[src/pfc_pkg.sv]
// Shared types, constants and helper functions for the Playfair digraph cipher block.
package pfc_pkg;

    localparam int SIDE    = 5;
    localparam int CELLS   = SIDE * SIDE;
    localparam int LETTERS = 26;

    localparam logic [4:0] LETTER_I = 5'd8;
    localparam logic [4:0] LETTER_J = 5'd9;
    localparam logic [4:0] LETTER_Z = 5'd25;

    typedef enum logic [1:0] {
        MODE_KEY    = 2'd0,
        MODE_FINISH = 2'd1,
        MODE_PAIR   = 2'd2,
        MODE_CLEAR  = 2'd3
    } mode_t;

    typedef struct packed {
        mode_t      mode;
        logic [4:0] first_letter;
        logic [4:0] second_letter;
    } req_item_t;

    typedef struct packed {
        logic [4:0] first_cipher;
        logic [4:0] second_cipher;
        logic       not_ready;
    } rsp_item_t;

    // Commands from the controller to the datapath.
    typedef struct packed {
        logic accept;
        logic walk_step;
        logic key_read;
        logic out_load;
    } pfc_cmd_t;

    // Status from the datapath to the controller.
    typedef struct packed {
        logic walk_last;
        logic out_busy;
    } pfc_status_t;

    // Codes above z are treated as z.
    function automatic logic [4:0] clamp_letter(input logic [4:0] l);
        return (l > LETTER_Z) ? LETTER_Z : l;
    endfunction

    // Row of a cell index 0..24, found by compares.
    function automatic logic [2:0] cell_row(input logic [4:0] p);
        logic [2:0] r;
        if (p >= 5'd20)
            r = 3'd4;
        else if (p >= 5'd15)
            r = 3'd3;
        else if (p >= 5'd10)
            r = 3'd2;
        else if (p >= 5'd5)
            r = 3'd1;
        else
            r = 3'd0;
        return r;
    endfunction

    // Cell index from row and column: row * 5 + col.
    function automatic logic [4:0] cell_index(input logic [2:0] r, input logic [2:0] c);
        return {r, 2'b00} + 5'(r) + 5'(c);
    endfunction

    // Column of a cell index 0..24.
    function automatic logic [2:0] cell_col(input logic [4:0] p);
        logic [4:0] base;
        base = cell_index(cell_row(p), 3'd0);
        return 3'(p - base);
    endfunction

    // Step one place along a row or column, wrapping at the edge.
    function automatic logic [2:0] wrap_inc(input logic [2:0] v);
        return (v == 3'(SIDE - 1)) ? 3'd0 : v + 3'd1;
    endfunction

endpackage

[src/pfc_ctrl.sv]
// Controller state machine for the Playfair digraph cipher block.
module pfc_ctrl
    import pfc_pkg::*;
(
    input  logic        clk,
    input  logic        rst_n,
    input  logic        req_valid,
    input  mode_t       req_mode,
    input  pfc_status_t status,
    output logic        req_stall,
    output pfc_cmd_t    cmd
);

    typedef enum logic [3:0] {
        ST_IDLE    = 4'b0001,
        ST_ENC_POS = 4'b0010,
        ST_ENC_KEY = 4'b0100,
        ST_FINISH  = 4'b1000
    } state_t;

    state_t state_reg;
    state_t state_next;

    // One item at a time: take a new item only when idle.
    assign req_stall = (state_reg != ST_IDLE);

    // Command decode and next state.
    always_comb
    begin
        state_next    = state_reg;
        cmd.accept    = 1'b0;
        cmd.walk_step = 1'b0;
        cmd.key_read  = 1'b0;
        cmd.out_load  = 1'b0;
        case (state_reg)
            ST_IDLE:
            begin
                if (req_valid)
                begin
                    cmd.accept = 1'b1;
                    if (req_mode == MODE_PAIR)
                        state_next = ST_ENC_POS;
                    else if (req_mode == MODE_FINISH)
                        state_next = ST_FINISH;
                end
            end
            ST_ENC_POS:
            begin
                cmd.key_read = 1'b1;
                state_next   = ST_ENC_KEY;
            end
            ST_ENC_KEY:
            begin
                if (!status.out_busy)
                begin
                    cmd.out_load = 1'b1;
                    state_next   = ST_IDLE;
                end
            end
            ST_FINISH:
            begin
                cmd.walk_step = 1'b1;
                if (status.walk_last)
                    state_next = ST_IDLE;
            end
            default:
            begin
                state_next = ST_IDLE;
            end
        endcase
    end

    // State register.
    always_ff @(posedge clk or negedge rst_n)
    begin
        if (!rst_n)
            state_reg <= ST_IDLE;
        else
            state_reg <= state_next;
    end

endmodule

[src/pfc_datapath.sv]
// Datapath of the Playfair digraph cipher block: key table, position map and result register.
module pfc_datapath
    import pfc_pkg::*;
(
    input  logic        clk,
    input  logic        rst_n,
    input  req_item_t   req,
    input  pfc_cmd_t    cmd,
    input  logic        rsp_stall,
    output pfc_status_t status,
    output logic        rsp_valid,
    output rsp_item_t   rsp
);

    // Letter store and position map; contents are meaningful only once written.
    logic [4:0] key_mem [CELLS];
    logic [4:0] pos_mem [LETTERS];

    logic [LETTERS-1:0] seen_reg, seen_next;
    logic [4:0]         fill_reg, fill_next;
    logic               ready_reg, ready_next;
    logic [4:0]         walk_reg, walk_next;
    logic               nr_reg, nr_next;
    logic               rsp_valid_reg, rsp_valid_next;

    logic [4:0] pos_a_reg, pos_b_reg;
    logic [4:0] key_a_reg, key_b_reg;
    rsp_item_t  rsp_reg;

    logic [4:0] letter_a, letter_b, enc_a, enc_b;
    logic       place_en;
    logic [4:0] place_letter;
    logic       pos_read;
    logic [2:0] row_a, col_a, row_b, col_b;
    logic [4:0] cell_a, cell_b;

    assign letter_a = clamp_letter(req.first_letter);
    assign letter_b = clamp_letter(req.second_letter);
    assign enc_a    = (letter_a == LETTER_J) ? LETTER_I : letter_a;
    assign enc_b    = (letter_b == LETTER_J) ? LETTER_I : letter_b;
    assign pos_read = cmd.accept && (req.mode == MODE_PAIR);

    // Placement of one letter, from a key item or from one step of the finish walk.
    always_comb
    begin
        place_en     = 1'b0;
        place_letter = walk_reg;
        if (cmd.walk_step)
        begin
            place_en = (walk_reg != LETTER_J) && !seen_reg[walk_reg] && (fill_reg < 5'(CELLS));
        end
        else if (cmd.accept && (req.mode == MODE_KEY))
        begin
            place_letter = letter_a;
            place_en     = !ready_reg && (letter_a != LETTER_J) && !seen_reg[letter_a]
                           && (fill_reg < 5'(CELLS));
        end
    end

    // Table control state.
    always_comb
    begin
        seen_next  = seen_reg;
        fill_next  = fill_reg;
        ready_next = ready_reg;
        walk_next  = walk_reg;
        nr_next    = nr_reg;
        if (place_en)
        begin
            seen_next[place_letter] = 1'b1;
            fill_next               = fill_reg + 5'd1;
        end
        if (cmd.walk_step)
        begin
            walk_next = walk_reg + 5'd1;
            if (status.walk_last)
                ready_next = 1'b1;
        end
        if (cmd.accept)
        begin
            case (req.mode)
                MODE_FINISH:
                    walk_next = 5'd0;
                MODE_CLEAR:
                begin
                    seen_next  = '0;
                    fill_next  = 5'd0;
                    ready_next = 1'b0;
                end
                MODE_PAIR:
                    nr_next = !ready_reg;
                default:
                    nr_next = nr_reg;
            endcase
        end
    end

    assign status.walk_last = (walk_reg == 5'(LETTERS - 1));
    assign status.out_busy  = rsp_valid_reg && rsp_stall;

    // Cipher cells from the two positions: same row, same column, or rectangle.
    always_comb
    begin
        row_a = cell_row(pos_a_reg);
        col_a = cell_col(pos_a_reg);
        row_b = cell_row(pos_b_reg);
        col_b = cell_col(pos_b_reg);
        if (row_a == row_b)
        begin
            cell_a = cell_index(row_a, wrap_inc(col_a));
            cell_b = cell_index(row_b, wrap_inc(col_b));
        end
        else if (col_a == col_b)
        begin
            cell_a = cell_index(wrap_inc(row_a), col_a);
            cell_b = cell_index(wrap_inc(row_b), col_b);
        end
        else
        begin
            cell_a = cell_index(row_a, col_b);
            cell_b = cell_index(row_b, col_a);
        end
    end

    // Result register, freed when the item is taken.
    always_comb
    begin
        rsp_valid_next = rsp_valid_reg;
        if (rsp_valid_reg && !rsp_stall)
            rsp_valid_next = 1'b0;
        if (cmd.out_load)
            rsp_valid_next = 1'b1;
    end

    // Memories: one write port, two registered read ports each.
    always_ff @(posedge clk)
    begin
        if (place_en)
        begin
            key_mem[fill_reg]     <= place_letter;
            pos_mem[place_letter] <= fill_reg;
        end
        if (pos_read)
        begin
            pos_a_reg <= pos_mem[enc_a];
            pos_b_reg <= pos_mem[enc_b];
        end
        if (cmd.key_read)
        begin
            key_a_reg <= key_mem[cell_a];
            key_b_reg <= key_mem[cell_b];
        end
    end

    // Result payload.
    always_ff @(posedge clk)
    begin
        if (cmd.out_load)
        begin
            rsp_reg.not_ready     <= nr_reg;
            rsp_reg.first_cipher  <= nr_reg ? 5'd0 : key_a_reg;
            rsp_reg.second_cipher <= nr_reg ? 5'd0 : key_b_reg;
        end
    end

    // Control registers.
    always_ff @(posedge clk or negedge rst_n)
    begin
        if (!rst_n)
        begin
            seen_reg      <= '0;
            fill_reg      <= 5'd0;
            ready_reg     <= 1'b0;
            walk_reg      <= 5'd0;
            nr_reg        <= 1'b0;
            rsp_valid_reg <= 1'b0;
        end
        else
        begin
            seen_reg      <= seen_next;
            fill_reg      <= fill_next;
            ready_reg     <= ready_next;
            walk_reg      <= walk_next;
            nr_reg        <= nr_next;
            rsp_valid_reg <= rsp_valid_next;
        end
    end

    assign rsp_valid = rsp_valid_reg;
    assign rsp       = rsp_reg;

    // Every filled cell holds exactly one distinct seen letter.
    a_fill_matches_seen: assert property (@(posedge clk) disable iff (!rst_n)
        $countones(seen_reg) == 32'(fill_reg))
        else $error("fill count does not match seen letters");

    // A finished table is full.
    a_ready_full: assert property (@(posedge clk) disable iff (!rst_n)
        ready_reg |-> (fill_reg == 5'(CELLS)))
        else $error("table ready but not full");

    // A result is never loaded over one that is still held.
    a_no_overwrite: assert property (@(posedge clk) disable iff (!rst_n)
        cmd.out_load |-> !(rsp_valid_reg && rsp_stall))
        else $error("result overwritten while stalled");

    // A not-ready result carries zero letters.
    a_nr_zero: assert property (@(posedge clk) disable iff (!rst_n)
        (rsp_valid_reg && rsp_reg.not_ready) |->
            (rsp_reg.first_cipher == 5'd0 && rsp_reg.second_cipher == 5'd0))
        else $error("not-ready result with nonzero letters");

endmodule

[src/playfair_digraph_cipher_top.sv]
// One item at a time: key letter and clear items are done when they are accepted.
// An encrypt item goes through position map read, key table read and result
// load, in that order; the result load waits while the held result stalls.
// A finish item is acceptance plus one step per letter a..z.
// Reset (rst_n, asynchronous, active low) empties the table and clears the
// result; the key table memories themselves are not cleared.
module playfair_digraph_cipher_top
    import pfc_pkg::*;
(
    input  logic      clk,
    input  logic      rst_n,
    input  logic      req_valid,
    output logic      req_stall,
    input  req_item_t req,
    output logic      rsp_valid,
    input  logic      rsp_stall,
    output rsp_item_t rsp
);

    pfc_cmd_t    cmd;
    pfc_status_t status;

    // Sequencer.
    pfc_ctrl u_ctrl (
        .clk       (clk),
        .rst_n     (rst_n),
        .req_valid (req_valid),
        .req_mode  (req.mode),
        .status    (status),
        .req_stall (req_stall),
        .cmd       (cmd)
    );

    // Tables and cipher logic.
    pfc_datapath u_datapath (
        .clk       (clk),
        .rst_n     (rst_n),
        .req       (req),
        .cmd       (cmd),
        .rsp_stall (rsp_stall),
        .status    (status),
        .rsp_valid (rsp_valid),
        .rsp       (rsp)
    );

endmodule
[config.mk]
export PLATFORM = sky130hd
export DESIGN_NAME = playfair_digraph_cipher_top
export DESIGN_NICKNAME = d
export VERILOG_FILES = /design/src/pfc_pkg.sv /design/src/pfc_ctrl.sv /design/src/pfc_datapath.sv /design/src/playfair_digraph_cipher_top.sv
export SDC_FILE = /design/constraint.sdc
export NUM_CORES = 1
export LEC_CHECK = 0
export BUFFER_PORTS_ARGS = -buffer_cell sky130_fd_sc_hd__buf_2
export CAP_MARGIN = 20
export CORE_MARGIN = 2
export CORE_UTILIZATION = 40
export CTS_CLUSTER_SIZE = 8
export DETAILED_ROUTE_END_ITERATION = 16
export SLEW_MARGIN = 20
export SYNTH_ARGS = -nofsm -noshare
export SYNTH_HDL_FRONTEND = slang
export SYNTH_SLANG_ARGS = --single-unit
[constraint.sdc]
create_clock -name clk -period 9.8 [get_ports clk]
set_input_delay 1.96 -clock clk [delete_from_list [all_inputs] [get_ports clk]]
set_output_delay 1.96 -clock clk [all_outputs]
set_load 0.05 [all_outputs]
==> results.cfg, run 1 <==
[cells_and_area]
synthToLayoutAreaGrowth_pct = 11.5
finalNetCount = 1595
final_common_cell = edfxtp_1
fill_cells = 3914
final_core_util_pct = 45.3
instances_no_fill = 2141
layout-drive-gt1-share_pct = 10.6
largest_reg_flops = 130
layout_common_cells = 286 x edfxtp_1, 245 x nand2_1, 107 x nor2_1

[clocking]
postCtsSetupRepairBufs = 0
htreeDepth = 2
clkSlewWorstSetupHoldPaths_ns = 0.06
cts_hold_buf = 0
cts_resized = 0
cts_buffers = 47
insertion_delay_ns = 0.59
cts_tree = built
clock-sinks = 329
root_buffer = clkbuf_16
clock_path_buffers = 3

[yosys]
synthArstFlopShare_pct = 13.1
synthCells = 1529
synth_fp_nets = 1591
synth_seq_cells = 329
yosysSeqAreaShare_pct = 55.0
netlist_area_um2 = 17600
yosysWarnings = 0
synth_flop_cell = edfxtp_1
syn_avg_cell_area_um2 = 11.5
synth_cell_types = 81
synth-edff-count = 286

[setup_path]
crit_path_start_kind = register
cpPeakStageDelay_ns = 0.84
cp_slowest_cell = o32ai_1
worstPathArrival_ns = 7.48
path_class = reg2reg
path_cells = nor2b_1, nor3_1, a41oi_1, inv_1, a21oi_1, ha_1, inv_1, fa_1, and3_1, a221o_1, nor3_2, fa_1, ha_1, a21o_1, a21oi_1, xnor2_1, and3_1, o32ai_1, nand2_1, a2111oi_0, a211o_1
crit_fanout = 8
end_kind = register
required_ns = 10.23

[detailed_routing]
drtAntennaViolNets = 0
dr.pass1.iters = 6
via_count = 12900
viasPerCell = 6.04
drt-total-wl_um = 50100
wl_per_cell_um = 23.4
drcViolationCount = 0
dr.first_iter.drc_count = 1464

[placement]
hpwl_um = 33600
io_buffers = 28
place.gp.congestion = 0.918
placed_cells_incl_taps = 2069

[die]
core_um2 = 43300
start_util_pct = 40.6
die-area_um2 = 45700
io_pins = 29
fp-row-count = 76
fp.dieW_um = 214
fp.dieH_um = 214

[global_route]
track_usage_pct = 22.4
grt_first_pass_wirelength_um = 76400
grt_overflow = 0
grt_pass1_vias = 12500
grt_max_degree = 66
antenna_found_initial = 4

[outcome]
status = completed

[pwr]
finalPower_uw = 4180
leakage_uw = 0.00740
ir_worst_vdd_mv = 0.138
powerDensity_nw_per_um2 = 213

[timing]
slew_viol_final = 0
fmax_mhz = 142
setup_viol = 0
worst_pin_slew_ns = 1.02
slew_headroom_pct = 30.9
skew_ns = 0.0525
finalCriticalPeriod_ns = 7.04
setup_tns_ns = 0
hold_viol_final = 0
period_share_pct = 71.8
rsz0062_at_grt = no

[job]
max-cap-violations = 0

[min_path]
hp-class = reg2reg
==> synthesized netlist by cell type, types with 4 or more instances <==
cell type | number | share of area, %
o21ai_0 | 16 | 0.46
a311oi_1 | 33 | 1.6
a21o_1 | 39 | 1.7
o21a_1 | 6 | 0.26
buf_1 | 9 | 0.19
a221o_1 | 4 | 0.23
o22ai_1 | 22 | 0.78
nand4_1 | 12 | 0.43
buf_6 | 4 | 0.26
o211ai_1 | 4 | 0.17
a21oi_1 | 36 | 1.0
mux4_2 | 24 | 3.1
a2111oi_0 | 5 | 0.25
o31ai_1 | 7 | 0.30
edfxtp_1 | 286 | 49
xor2_1 | 10 | 0.50
nor3_1 | 14 | 0.40
a211oi_1 | 28 | 1.2
inv_1 | 38 | 0.81
nand2b_1 | 12 | 0.43
a31oi_1 | 18 | 0.64
mux2_2 | 11 | 0.70
mux2i_1 | 106 | 6.0
nor2_1 | 108 | 2.3
and3_1 | 21 | 0.75
clkbuf_1 | 62 | 1.3
ha_1 | 36 | 2.6
and2_1 | 17 | 0.60
o221ai_1 | 19 | 0.95
a32oi_1 | 10 | 0.50
o32ai_1 | 4 | 0.20
fa_1 | 10 | 1.1
nor2b_1 | 18 | 0.64
or3_1 | 4 | 0.14
nand3_1 | 80 | 2.3
or2_2 | 7 | 0.25
dfrtp_1 | 42 | 6.0
nand2_1 | 245 | 5.2
nand3b_1 | 4 | 0.17
a21boi_0 | 6 | 0.26
xnor2_1 | 10 | 0.50
buf_2 | 16 | 0.46
o21bai_1 | 4 | 0.17
==> kinds of logic (layout without fill, tap and decap cells) <==
family / after synthesis / after routing / share of synthesized area, %
AOI/OAI and AO/OA: 291 / 291 / 12.3
and+or+nand+nor: 567 / 567 / 14.8
xor gates and xnor gates: 21 / 21 / 1.09
adders and majority gates: 46 / 46 / 3.70
buffers and inverters: 133 / 159 / 3.19
other: 0 / 1 / 0
muxes: 142 / 142 / 9.94
DFF: 329 / 329 / 55.0
==> metal layers <==
layer	wire length, µm	vias up	track usage [%]
met5	36	-	0
met4	1650	6	8.24
met3	4490	119	5.10
met2	23400	625	36.0
met1	20500	6376	29.7
li1	-	5802	-
==> stage by stage <==
stage | cell area, µm² | worst slack (ns) | hold WS, ns
floorplan | 17600 | 4.13 | 0.445
global placement | 18200 | 3.03 | 0.481
detailed placement | 18200 | 2.81 | 0.490
CTS | 19600 | 2.78 | 0.502
global route | 19600 | 2.28 | 0.514
finish | 19600 | 2.76 | 0.500
==> final timing paths <==
kind                                                    from                           endpoint  slack (ns)  depth (start not counted)
setup / recovery           u_datapath.pos_b_reg[1]$_DFFE_PP_  u_datapath.key_b_reg[3]$_DFFE_PP_        2.76                         21
hold / removal             u_datapath.seen_reg[25]$_DFF_PN0_  u_datapath.seen_reg[25]$_DFF_PN0_        0.50                          1
setup reg to reg           u_datapath.pos_b_reg[1]$_DFFE_PP_  u_datapath.key_b_reg[3]$_DFFE_PP_        2.76                         21
hold reg to reg            u_datapath.seen_reg[25]$_DFF_PN0_  u_datapath.seen_reg[25]$_DFF_PN0_        0.50                          1
max in group asynchronous                              rst_n   u_datapath.fill_reg[1]$_DFF_PN0_        7.99                          1
min in group asynchronous                              rst_n   u_datapath.seen_reg[8]$_DFF_PN0_        1.38                          1
==> report_power, final <==
group	leakage (µW)	internal (µW)	switching, µW	total [µW]
logic	0.00366	359	618	977
clock network	0.000646	906	592	1500
registers	0.00309	1630	79.7	1710
total	0.00740	2890	1290	4180
==> critical path, delay by kind of cell, from the launching register on <==
family / cells / cell delay [ns]
compound gates: 8 / 3.27
fa+ha+maj: 4 / 1.45
simple gates: 6 / 1.38
flops: 1 / 0.48
buf+inv: 2 / 0.23
xor+xnor: 1 / 0.09
==> area by class of cell <==
type	count	area (µm²)	share of cell area (%)
clock inverter	2	46.3	0.236
clock buffer	69	1300	6.64
tap	585	732	3.73
sequential	329	9670	49.3
timing repair buffer	49	300	1.53
inverter	39	146	0.747
antenna	1	2.50	0.0128
multi-input combinational	1067	7410	37.8
No activity file was read; power rests on OpenSTA's default activity.
==> run 2, diff against run 1 <==
==> constraint.sdc (replaced) <==
create_clock -name clk -period 6.57 [get_ports clk]
set_input_delay 1.314 -clock clk [delete_from_list [all_inputs] [get_ports clk]]
set_output_delay 1.314 -clock clk [all_outputs]
set_load 0.05 [all_outputs]
==> run 2 against run 1 <==
Net effect:
- critical path type unchanged
- clock power is 51% higher
- combinational power is 56% higher
- core utilization increased by 0.44 points
- worst setup slack worse by 2.4 ns
- register-to-register slack got worse by 2.4 ns
- sequential power up 47%
- first-iteration DRC count is 6.6% lower
- clock-buffer cell count is 3 higher
- critical endpoint is now u_datapath.key_a_reg[0]$_DFFE_PP_
==> results.cfg, run 2 (synthesis results as in run 1) <==
[die]
io_pins = 29
core_um2 = 43300
fp-row-count = 76
fp.dieW_um = 214
start_util_pct = 40.6
die-area_um2 = 45700
fp.dieH_um = 214

[cells_and_area]
layout-drive-gt1-share_pct = 11.7
layout_common_cells = 286 x edfxtp_1, 245 x nand2_1, 107 x nor2_1
multiInputGateArea_um2 = 7410
fill_cells = 3935
largest_reg_flops = 130
stdcell_area_um2 = 19800
final_common_cell = edfxtp_1
finalNetCount = 1615
seqCellArea_um2 = 9670
antennaDiodeCount = 0
synthToLayoutAreaGrowth_pct = 12.6

[pwr]
ir_worst_vdd_mv = 0.190
leakage_uw = 0.00752
powerDensity_nw_per_um2 = 319

[detailed_routing]
viasPerCell = 5.99
wl_per_cell_um = 23.4
drt-total-wl_um = 50600
drtAntennaViolNets = 0
dr.first_iter.drc_count = 1367
dr.pass1.iters = 6
drcViolationCount = 0
via_count = 13000

[global_route]
grt_max_degree = 44
antenna_found_initial = 0
grt_first_pass_wirelength_um = 77000
track_usage_pct = 22.5
grt_pass1_vias = 12700
grt_overflow = 0

[clocking]
htreeDepth = 2
clock_path_buffers = 3
clkSlewWorstSetupHoldPaths_ns = 0.05
cts_tree = built
clock-sinks = 329
cts_buffers = 47
insertion_delay_ns = 0.58
root_buffer = clkbuf_16

[job]
max-cap-violations = 0

[timing]
setup_tns_ns = 0
setup_slack_ns = 0.338
finalCriticalPeriod_ns = 6.23
setup_viol = 0
holdWs_ns = 0.502
skew_ns = 0.0167
slew_headroom_pct = 31.0
hold_viol_final = 0
slew_viol_final = 0
worst_pin_slew_ns = 1.03
period_share_pct = 94.9
fmax_mhz = 160
rsz0062_at_grt = no

[setup_path]
r2r_end = u_datapath.key_a_reg[0]$_DFFE_PP_
worstPathArrival_ns = 6.53
cp_slowest_cell = nor3b_2
crit_start = u_datapath.pos_a_reg[3]$_DFFE_PP_
r2r_cells = 22
path_class = reg2reg
required_ns = 6.87
worst_r2r_startpoint = u_datapath.pos_a_reg[3]$_DFFE_PP_
crit_fanout = 16
end_kind = register
cpPeakStageDelay_ns = 0.55
cp-endpoint = u_datapath.key_a_reg[0]$_DFFE_PP_
path_cells = nor2b_1, o21ai_0, a221o_1, and2_1, ha_1, inv_1, fa_1, and3_1, a221o_1, nor3b_2, fa_1, ha_1, a21o_1, a21oi_1, xnor2_1, mux2_2, o22ai_2, buf_4, nand3_1, o31ai_1, nor4_1, or4_1
rrSetupSlack_ns = 0.34
crit_path_start_kind = register

[placement]
place.gp.congestion = 0.990
io_buffers = 28
placed_cell_area_um2 = 18400
hpwl_um = 34500
place_ws_ns = 0.385

[outcome]
status = completed

[min_path]
hp-class = reg2reg
run 2: cell types whose count changed in the layout (fill, tap and decap cells not counted), sizes merged:
cell	change
buf	+20
clkbuf	+3
bufinv	+1
clkinv	-1
diode	-1
inv	+1
run 2: power by group:
group	total, µW	internal, µW	switching [µW]
logic	1520	586	937
clock network	2270	1380	886
registers	2520	2430	93.4
run 2: through the flow:
stage / instances / util (%) / power, µW
floorplan: 1529 / - / 3590
global placement: 2089 / 42.6 / 4040
detailed placement: 2089 / 42.6 / 4060
CTS: 2164 / 45.7 / 6330
global route: 2164 / 45.8 / 6560
finish: 2164 / 45.8 / 6310
run 2: how the worst min path moves through the flow:
stage,start,endpoint,slack [ns],cells after the start
6_report,u_datapath.seen_reg[10]$_DFF_PN0_,u_datapath.seen_reg[10]$_DFF_PN0_,0.50,1
5_1_grt,u_datapath.seen_reg[15]$_DFF_PN0_,u_datapath.seen_reg[15]$_DFF_PN0_,0.52,1
4_1_cts,u_datapath.seen_reg[15]$_DFF_PN0_,u_datapath.seen_reg[15]$_DFF_PN0_,0.50,1
3_5_place_dp,u_datapath.seen_reg[22]$_DFF_PN0_,u_datapath.seen_reg[22]$_DFF_PN0_,0.49,1
3_3_place_gp,u_datapath.seen_reg[22]$_DFF_PN0_,u_datapath.seen_reg[22]$_DFF_PN0_,0.48,1
2_1_floorplan,u_datapath.nr_reg$_DFFE_PN0P_,u_datapath.rsp[0]$_DFFE_PP_,0.45,0
run 2: critical path: cells and delay by family, from the launching register on:
kind	cells	cell delay, ns
AO/OA/AOI/OAI	7	1.47
XOR/XNOR	1	0.08
adder cells (fa/ha/maj)	4	1.43
buffers and inverters	2	0.36
flip-flops	1	0.46
multiplexers	1	0.27
AND/OR/NAND/NOR	7	1.90
run 2: layout make-up:
| class | instances | area share [%] |
|---|---|---|
| repair buffers | 69 | 2.46 |
| multi-input cells | 1067 | 37.4 |
| well taps | 585 | 3.70 |
| flip-flops and latches | 329 | 48.8 |
| clock buffers | 72 | 6.57 |
| clock inverters | 3 | 0.278 |
| inverters | 39 | 0.739 |
run 2: what timing repair did:
item / 4_1_cts / 5_1_grt
hold buffers: 0 / 0
gates resized for setup: 0 / 1
endpoints found under the setup margin: 0 / 1
setup buffers: 0 / 0
run 2: metal layers:
| metal | part of all wire [%] | wire [µm] | global-route usage (%) | up-vias |
|---|---|---|---|---|
| met1 | 42 | 21300 | 30.8 | 6422 |
| met4 | 3.0 | 1530 | 8.07 | 0 |
| li1 | - | - | - | 5836 |
| met5 | 0 | 0 | 0 | - |
| met3 | 7.3 | 3680 | 3.00 | 106 |
| met2 | 48 | 24100 | 37.0 | 609 |
==> run 3, diff against run 2 <==
--- a/config.mk
+++ b/config.mk
@@ -7,10 +7,11 @@
 export LEC_CHECK = 0
 export BUFFER_PORTS_ARGS = -buffer_cell sky130_fd_sc_hd__buf_2
 export CAP_MARGIN = 20
-export CORE_MARGIN = 2
-export CORE_UTILIZATION = 40
+export CORE_MARGIN = 1
+export CORE_UTILIZATION = 57
 export CTS_CLUSTER_SIZE = 8
 export DETAILED_ROUTE_END_ITERATION = 16
+export PLACE_DENSITY = 0.73
 export SLEW_MARGIN = 20
 export SYNTH_ARGS = -nofsm -noshare
 export SYNTH_HDL_FRONTEND = slang
==> run 3 against run 2 <==
Net effect:
- global-route usage increased by 9.1 points
- cell count decreased by 9.1%
- register-to-register slack improved by 0.18 ns
- worst setup slack improved by 0.18 ns
- sequential power about the same
==> results.cfg, run 3 (synthesis results as in run 1) <==
[outcome]
status = completed

[pwr]
ir_worst_vdd_mv = 0.226
leakage_uw = 0.00752
finalPower_uw = 6190
powerDensity_nw_per_um2 = 317

[die]
fp.dieW_um = 178
start_util_pct = 58.6
fp-row-count = 63
core_um2 = 30000
die-area_um2 = 31600
fp.dieH_um = 178
io_pins = 29

[clocking]
insertion_delay_ns = 0.54
clkSlewWorstSetupHoldPaths_ns = 0.05
root_buffer = clkbuf_16
cts_buffers = 47
clock_path_buffers = 3
htreeDepth = 2
cts_hold_buf = 0
clock-sinks = 329
cts_tree = built

[global_route]
antenna_found_initial = 0
grt_first_pass_wirelength_um = 74900
grt_overflow = 0
grt_max_degree = 46
grt_pass1_vias = 12800
track_usage_pct = 31.7

[detailed_routing]
wl_per_cell_um = 25.0
viasPerCell = 6.77
drtAntennaViolNets = 0
dr.pass1.iters = 6
via_count = 13300
drcViolationCount = 0
drt-total-wl_um = 49100
dr.first_iter.drc_count = 1741

[timing]
skew_ns = 0.0199
rsz0062_at_grt = no
setup_viol = 0
worst_pin_slew_ns = 1.12
hold_viol_final = 0
period_share_pct = 92.1
setup_tns_ns = 0
fmax_mhz = 165
slew_headroom_pct = 25.1
finalCriticalPeriod_ns = 6.05
slew_viol_final = 0

[cells_and_area]
final_common_cell = edfxtp_1
finalNetCount = 1620
synthToLayoutAreaGrowth_pct = 10.9
layout_common_cells = 286 x edfxtp_1, 245 x nand2_1, 107 x nor2_1
largest_reg_flops = 130
antennaDiodeCount = 0
layout-drive-gt1-share_pct = 12.0

[setup_path]
crit_start = u_datapath.pos_b_reg[1]$_DFFE_PP_
end_kind = register
path_class = reg2reg
worstPathArrival_ns = 6.33
worst_r2r_startpoint = u_datapath.pos_b_reg[1]$_DFFE_PP_
crit_fanout = 12
required_ns = 6.85
crit_path_start_kind = register

[min_path]
hp-class = reg2reg
hold_path_startpoint = u_datapath.seen_reg[2]$_DFF_PN0_

[job]
max-cap-violations = 0

[placement]
place.gp.congestion = 0.936
hpwl_um = 33300
io_buffers = 28
## run 3: path summary, 6_finish.rpt
kind	slack, ns	cells past startpoint	end
max	0.52	23	u_datapath.key_b_reg[3]$_DFFE_PP_
min	0.49	1	u_datapath.seen_reg[2]$_DFF_PN0_
max reg2reg	0.52	23	u_datapath.key_b_reg[3]$_DFFE_PP_
min reg2reg	0.49	1	u_datapath.seen_reg[2]$_DFF_PN0_
max in group asynchronous	5.38	1	u_datapath.fill_reg[0]$_DFF_PN0_
min in group asynchronous	0.77	1	u_datapath.seen_reg[18]$_DFF_PN0_
## run 3: routing by layer
layer,GRT usage (%),part of all wire [%],vias up
met1,42.3,39,6478
met2,52.1,48,840
met4,13.0,4.2,0
li1,-,-,5841
met3,4.50,9.4,156
met5,0,0,-
## run 3: critical path: stages, from the launching register on
cell       delay, ns
edfxtp_1        0.49
nor2b_1         0.25
nor3_1          0.08
a41oi_1         0.41
inv_1           0.17
a21oi_1         0.16
buf_4           0.15
ha_1            0.14
inv_1           0.05
fa_1            0.41
nor2_1          0.16
and4_1          0.22
nor3_2          0.06
fa_1            0.57
inv_1           0.07
fa_1            0.43
xnor2_1         0.18
nand3_1         0.12
o211ai_1        0.12
and3_2          0.38
mux2_2          0.37
a2111oi_0       0.39
a2111oi_0       0.15
a211o_1         0.28
## run 3: layout make-up
class | count | area (µm²)
flip-flops and latches | 329 | 9670
inverters | 39 | 146
multi-input cells | 1067 | 7390
repair buffers | 74 | 500
well taps | 390 | 488
clock inverters | 1 | 7.51
fillers | 2244 | 10500
clock buffers | 67 | 1300
## run 3: metrics by stage
stage                     setup WS (ns)  cell area [µm²]  hold WS (ns)  std cells  utilization [%]
after floorplan                   0.898            17600         0.445       1529                -
after global placement            0.510            18200         0.470       1899             60.6
after detailed placement          0.392            18200         0.483       1899             60.6
after CTS                         0.349            19500         0.493       1967             64.9
after global routing             0.0747            19500         0.510       1967             64.9
final                             0.517            19500         0.491       1967             64.9
## run 3: repair_timing
item | 4_1_cts | 5_1_grt
gates resized for setup | 0 | 1
setup buffers | 0 | 0
endpoints found under the setup margin | 0 | 1
## run 3: where the power goes
group | switching [µW] | internal, µW
sequential | 117 | 2430
combinational | 912 | 560
clock | 829 | 1340
total | 1860 | 4330
